===== config.mk =====
export PLATFORM = sky130hd
export DESIGN_NAME = damm_check_digit_8digit
export DESIGN_NICKNAME = d
export VERILOG_FILES = /design/src/rtl/core/dcd_pkg.sv /design/src/rtl/core/dcd_cell.sv /design/src/rtl/core/damm_check_digit_8digit.sv
export SDC_FILE = /design/constraint.sdc
export NUM_CORES = 1
export LEC_CHECK = 0
export BUFFER_PORTS_ARGS = -buffer_cell sky130_fd_sc_hd__buf_2
export CAP_MARGIN = 20
export CORE_UTILIZATION = 30
export DETAILED_ROUTE_END_ITERATION = 6
export GPL_TIMING_DRIVEN = 0
export PLACE_DENSITY = 0.46
export SLEW_MARGIN = 20
export SYNTH_ARGS = -nofsm -noshare
export SYNTH_HDL_FRONTEND = slang
export SYNTH_SLANG_ARGS = --single-unit

===== constraint.sdc =====
create_clock -name clk -period 8.92 [get_ports clk]
set_input_delay 0.892 -clock clk [delete_from_list [all_inputs] [get_ports clk]]
set_output_delay 0.892 -clock clk [all_outputs]
set_load 0.03 [all_outputs]

===== src/rtl/core/dcd_pkg.sv =====
`default_nettype none
package dcd_pkg;

	localparam int NUM_DIGITS = 8;
	localparam int VAL_W      = 27;
	localparam int DIG_W      = 4;
	localparam int MUL_W      = 31;
	localparam int DIGIT_MAX  = 9;
	// input register plus one cell per digit
	localparam int LATENCY    = NUM_DIGITS + 1;

	typedef logic [DIGIT_MAX-1:0][MUL_W-1:0] mult_t;

	typedef struct packed {
		logic             vld;
		logic             oor;
		logic [VAL_W-1:0] rem;
		logic [DIG_W-1:0] interim;
	} cell_t;

	localparam logic [DIG_W-1:0] DAMM_TAB [10][10] = '{
		'{4'd0, 4'd3, 4'd1, 4'd7, 4'd5, 4'd9, 4'd8, 4'd6, 4'd4, 4'd2},
		'{4'd7, 4'd0, 4'd9, 4'd2, 4'd1, 4'd5, 4'd4, 4'd8, 4'd6, 4'd3},
		'{4'd4, 4'd2, 4'd0, 4'd6, 4'd8, 4'd7, 4'd1, 4'd3, 4'd5, 4'd9},
		'{4'd1, 4'd7, 4'd5, 4'd0, 4'd9, 4'd8, 4'd3, 4'd4, 4'd2, 4'd6},
		'{4'd6, 4'd1, 4'd2, 4'd3, 4'd0, 4'd4, 4'd5, 4'd9, 4'd7, 4'd8},
		'{4'd3, 4'd6, 4'd7, 4'd4, 4'd2, 4'd0, 4'd9, 4'd5, 4'd8, 4'd1},
		'{4'd5, 4'd8, 4'd6, 4'd9, 4'd7, 4'd2, 4'd0, 4'd1, 4'd3, 4'd4},
		'{4'd8, 4'd9, 4'd4, 4'd5, 4'd3, 4'd6, 4'd2, 4'd0, 4'd1, 4'd7},
		'{4'd9, 4'd4, 4'd3, 4'd8, 4'd6, 4'd1, 4'd7, 4'd2, 4'd0, 4'd5},
		'{4'd2, 4'd5, 4'd8, 4'd1, 4'd4, 4'd3, 4'd6, 4'd7, 4'd9, 4'd0}
	};

	function automatic logic [MUL_W-1:0] pow10(input int k);
		logic [MUL_W-1:0] p;
		p = MUL_W'(1);
		for (int i = 0; i < k; i++) begin
			p = MUL_W'(p * 10);
		end
		return p;
	endfunction

	// 1x .. 9x the weight of the digit at position k
	function automatic mult_t digit_mults(input int k);
		mult_t            m;
		logic [MUL_W-1:0] p;
		p = pow10(k);
		for (int j = 0; j < DIGIT_MAX; j++) begin
			m[j] = MUL_W'(p * (j + 1));
		end
		return m;
	endfunction

	localparam logic [MUL_W-1:0] LIMIT = pow10(NUM_DIGITS);

	function automatic logic [DIG_W-1:0] damm_next(input logic [DIG_W-1:0] interim,
		input logic [DIG_W-1:0] digit);
		return DAMM_TAB[interim][digit];
	endfunction

endpackage
`default_nettype wire


===== src/rtl/core/dcd_cell.sv =====
`default_nettype none
module dcd_cell (
	input  wire logic          clk,
	input  wire logic          arst_n,
	input  wire dcd_pkg::mult_t mults,
	input  wire dcd_pkg::cell_t din,
	output dcd_pkg::cell_t     dout
);
	import dcd_pkg::*;

	logic [DIG_W-1:0] digit;
	logic [MUL_W-1:0] sub;
	logic             vld_q;
	logic             oor_q;
	logic [VAL_W-1:0] rem_q;
	logic [DIG_W-1:0] interim_q;

	// peel off the leading digit: largest multiple of the weight not above rem
	always_comb begin
		digit = '0;
		sub   = '0;
		for (int j = 0; j < DIGIT_MAX; j++) begin
			if (MUL_W'(din.rem) >= mults[j]) begin
				digit = DIG_W'(j + 1);
				sub   = mults[j];
			end
		end
	end

	always_ff @(posedge clk or negedge arst_n) begin
		if (!arst_n) begin
			vld_q <= 1'b0;
		end else begin
			vld_q <= din.vld;
		end
	end

	always_ff @(posedge clk) begin
		oor_q     <= din.oor;
		rem_q     <= din.rem - sub[VAL_W-1:0];
		interim_q <= damm_next(din.interim, digit);
	end

	assign dout = '{vld: vld_q, oor: oor_q, rem: rem_q, interim: interim_q};

endmodule
`default_nettype wire


===== src/rtl/core/damm_check_digit_8digit.sv =====
`default_nettype none
// Channel | Ports                              | Handshake
// --------+------------------------------------+---------------------------------
// item in | value[26:0]                        | start high while busy low
// result  | check_digit[3:0], out_of_range     | done high for one cycle, no stall
//
// One item enters per cycle; busy never rises.
// The path runs through one input register, then one cell per
// decimal digit, most significant first, each doing a compare bank and a table step.
// Reset clears only the valid bits along the chain; payload registers keep no reset.
// The result drives straight from the last cell's registers; the receiver cannot stall.
module damm_check_digit_8digit (
	input  wire logic                      clk,
	input  wire logic                      arst_n,
	input  wire logic                      start,
	output logic                           busy,
	input  wire logic [dcd_pkg::VAL_W-1:0] value,
	output logic                           done,
	output logic [dcd_pkg::DIG_W-1:0]      check_digit,
	output logic                           out_of_range
);
	import dcd_pkg::*;

	logic             vld_s1;
	logic             oor_s1;
	logic [VAL_W-1:0] rem_s1;
	cell_t            chain [NUM_DIGITS+1];

	// the chain never backs up
	assign busy = 1'b0;

	always_ff @(posedge clk or negedge arst_n) begin
		if (!arst_n) begin
			vld_s1 <= 1'b0;
		end else begin
			vld_s1 <= start;
		end
	end

	// flag oversized numbers and drop their value: a zero runs through the
	// table as zero, so the digit comes out 0
	always_ff @(posedge clk) begin
		oor_s1 <= (MUL_W'(value) >= LIMIT);
		rem_s1 <= (MUL_W'(value) >= LIMIT) ? '0 : value;
	end

	assign chain[0] = '{vld: vld_s1, oor: oor_s1, rem: rem_s1, interim: '0};

	// advance one digit per cell, highest weight first
	for (genvar g = 0; g < NUM_DIGITS; g++) begin : g_cell
		localparam mult_t MULTS = digit_mults(NUM_DIGITS - 1 - g);

		dcd_cell u_cell (
			.clk    (clk),
			.arst_n (arst_n),
			.mults  (MULTS),
			.din    (chain[g]),
			.dout   (chain[g+1])
		);
	end

	assign done         = chain[NUM_DIGITS].vld;
	assign check_digit  = chain[NUM_DIGITS].interim;
	assign out_of_range = chain[NUM_DIGITS].oor;

endmodule
`default_nettype wire


==> impl_metrics.py <==
metrics = {
    "status": {
        "status": "finished, final reports clean",
    },
    "finish": {
        "n_fill_cell": 6873,
        "nets": 2826,
        "layout_commonest_cell": "dfxtp_1",
        "final_cell_mix": "dfxtp_1, nor2_1, nand2_1",
        "drive_gt1_share_pct": 6.037,
        "diodes": 0,
        "layout.cells.non_filler": 3522,
        "area_growth_syn_to_layout_pct": 11.49,
        "fin_util_pct": 34.08,
    },
    "floorplanning": {
        "start_util_pct": 30.57,
        "dieHeight_um": 259.0,
        "die_w_um": 259.0,
        "dieArea_um2": 67080,
        "rows": 93,
        "core_um2": 64810,
        "boundaryPins": 37,
    },
    "worst_hold_path": {
        "hold_class": "input port to asynchronous set/reset pin",
    },
    "routing": {
        "firstDrtPassIters": 5,
        "drc": 0,
        "wirelength_um": 56960,
        "vias": 19190,
        "drt_iter0_markers": 1687,
        "final_antenna_net_count": 0,
        "wl_per_cell_um": 16.17,
        "viasPerCell": 5.448,
    },
    "worst_setup_path": {
        "cp.required_ns": 9.42,
        "cp_common_cell": "clkbuf_1",
        "end_kind": "flop",
        "cp_cell_sequence": "or4_1, clkbuf_1, nor3_1, nor2_1, o31ai_1, and2_1, clkbuf_1, clkbuf_1, ha_1, inv_1, fa_1, a21o_1, a21o_1, a21oi_1, o311ai_0, a31oi_1, o21ai_0, o21a_1, o21a_1, nor4_1, xor2_1",
        "cp_slowest_stage_delay_ns": 0.69,
        "slowest_stage": "nor3_1",
        "start_kind": "flop",
        "crit_arrival_ns": 6.85,
        "path_class": "flop to flop",
        "cp_max_fo": 10,
    },
    "clocking": {
        "clk_latency_ns": 0.57,
        "clockBufferDepth": 3,
        "cts_hold_buf": 0,
        "h-tree-depth": 1,
        "cts_resized": 0,
        "cts_root_buffer": "clkbuf_16",
        "path_clk_slew_ns": 0.06,
        "cts_tree": "built",
        "cts.sinks": 266,
        "cts_made_buffers": 31,
        "cts_setup_buffers": 0,
    },
    "sta": {
        "relSlewSlack_pct": 31.93,
        "finalClockSkew_ns": 0.01603,
        "post-route-min-period_ns": 6.353,
        "tightest_slew_ns": 1.013,
        "worst_slack_ns": 2.567,
        "min_period_over_period_pct": 71.22,
        "finalMaxSlewViolations": 0,
        "finalHoldViolCount": 0,
        "finalSetupTns_ns": 0,
        "rsz0062_at_grt": "no",
        "max_freq_ghz": 0.1574,
        "setup_viol": 0,
    },
    "yosys": {
        "synth_edf_count": 0,
        "synthMuxAreaShare_pct": 2.267,
        "synth_top_family_by_area": "compound AO/OA/AOI/OAI gates",
        "yosysUniqueCellTypes": 91,
        "syn-num-nets": 2758,
        "synth-simple-area-share_pct": 22.37,
        "synth_xor_area_share_pct": 6.055,
        "synthesis.area_um2": 19820,
        "ys_warn_count": 0,
        "syn_inst": 2576,
        "yosys_most_used_dff": "dfxtp_1",
        "synth_compound_gate_area_share_pct": 26.89,
        "seq_area_frac_synth_pct": 27.10,
        "synth_area_per_cell_um2": 7.692,
        "yosys.area_share.adder_pct": 9.863,
        "synth_seq_cells": 266,
        "synth_async_sr_flop_share_pct": 3.383,
    },
    "global_route": {
        "grt_first_pass_wirelength_um": 94500,
        "grt_pass1_vias": 18420,
        "grt_overflow": 0,
        "grt_use_total_pct": 16.56,
        "antenna_found_initial": 0,
        "grt_max_degree": 15,
    },
    "flow_run": {
        "cap_violations": 0,
    },
    "power": {
        "switching_share_pct": 45.07,
        "switchingPower_mw": 3.262,
        "p_total_mw": 7.238,
        "vdd_drop_max_mv": 0.1645,
        "p_comb_share_pct": 53.0,
        "clockPowerShare_pct": 17.3,
        "power_frac_seq_pct": 29.7,
        "power_density_nw_per_um2": 327.6,
        "p_int_mw": 3.976,
        "cellLeakagePower_nw": 8.687,
    },
    "placement": {
        "place_congestion": 0.9121,
        "hpwlAfterDp_um": 43580,
        "dpl.cell_count": 3466,
        "io_buffers": 35,
        "place_ws_ns": 2.444,
    },
}
## state kept, by name, summed over array words and instances (netlist names)
| register | count |
|---|---|
| rem_s1 | 27 |
| g_cell.u_cell.interim_q | 32 |
| g_cell.u_cell.oor_q | 8 |
| vld_s1 | 1 |
| oor_s1 | 1 |
| g_cell.u_cell.vld_q | 8 |
| g_cell.u_cell.rem_q | 189 |
## final timing paths
| check | start | to | slack (ns) | cells after the start |
|---|---|---|---|---|
| worst max-delay path | g_cell[0].u_cell.rem_q[23] | g_cell[1].u_cell.rem_q[26] | 2.57 | 21 |
| worst min-delay path | arst_n | vld_s1 | 0.16 | 1 |
| worst max register to register | g_cell[0].u_cell.rem_q[23] | g_cell[1].u_cell.rem_q[26] | 2.57 | 21 |
| worst min register to register | g_cell[1].u_cell.rem_q[3] | g_cell[2].u_cell.rem_q[3] | 0.32 | 0 |
| max in group asynchronous | arst_n | g_cell[6].u_cell.vld_q | 8.59 | 1 |
| min in group clk | g_cell[1].u_cell.rem_q[3] | g_cell[2].u_cell.rem_q[3] | 0.32 | 0 |
## routing by layer
layer | global-route usage (%) | up-vias | wire length (µm)
met5 | 0 | - | 0
met4 | 4.158 | 0 | 1243
met3 | 1.806 | 77 | 2620
met2 | 28.19 | 552 | 26800
met1 | 22.15 | 9000 | 26290
li1 | - | 9560 | -
## cell type report
type / instances / area (µm²) / share of cell area [%]
timing repair buffer: 35 / 175.2 / 0.7929
clock inverter: 15 / 176.4 / 0.7986
inverter: 118 / 447.9 / 2.028
buffer: 153 / 629.4 / 2.849
clock buffer: 41 / 843.3 / 3.817
multi-input combinational: 2039 / 13380 / 60.56
sequential: 266 / 5370 / 24.31
tap: 855 / 1070 / 4.843
## logic make-up after synthesis
logic type	count (synthesis)
fa+ha+maj	152
buf+inv	271
xor+xnor	137
simple gates	898
mux	39
compound gates	812
other cells	1
flops	266
## synth_stat cells, types with 43 or more instances
master    count  area (µm²)
a21oi_1     188       940.9
xor2_1       63       551.8
ha_1        145        1814
clkbuf_1    127       476.7
nor3_1      109       545.5
nand3_1      60       300.3
nor2_1      241       904.6
o21ai_0     188       940.9
inv_1       108       405.4
nand2_1     199       747.0
xnor2_1      74       648.1
dfxtp_1     257        5145
o211ai_1     43       322.8
## critical path, delay by kind of cell (launching register included)
kind	cells	cell delay [ns]
compound gates	9	2.43
simple gates	5	1.79
buf+inv	4	0.93
fa+ha+maj	2	0.63
flops	1	0.34
xor+xnor	1	0.16
## metrics by stage
stage	area, µm²	hold WS [ns]
3_3_place_gp	21060	0.3116
4_1_cts	22080	0.1300
5_1_grt	22090	0.1519
6_report	22090	0.1566
2_1_floorplan	19820	0.3096
3_5_place_dp	21070	0.3121
## power groups by stage
stage,registers (mW),clock network (mW),logic (mW)
6_report,2.15,1.25,3.84
5_1_grt,2.22,1.35,4.29
4_1_cts,2.15,1.30,3.80
3_5_place_dp,2.18,0,3.77
3_3_place_gp,2.17,0,3.80
2_1_floorplan,1.99,0,2.97
Note: power is estimated with default switching activity, not from simulation.
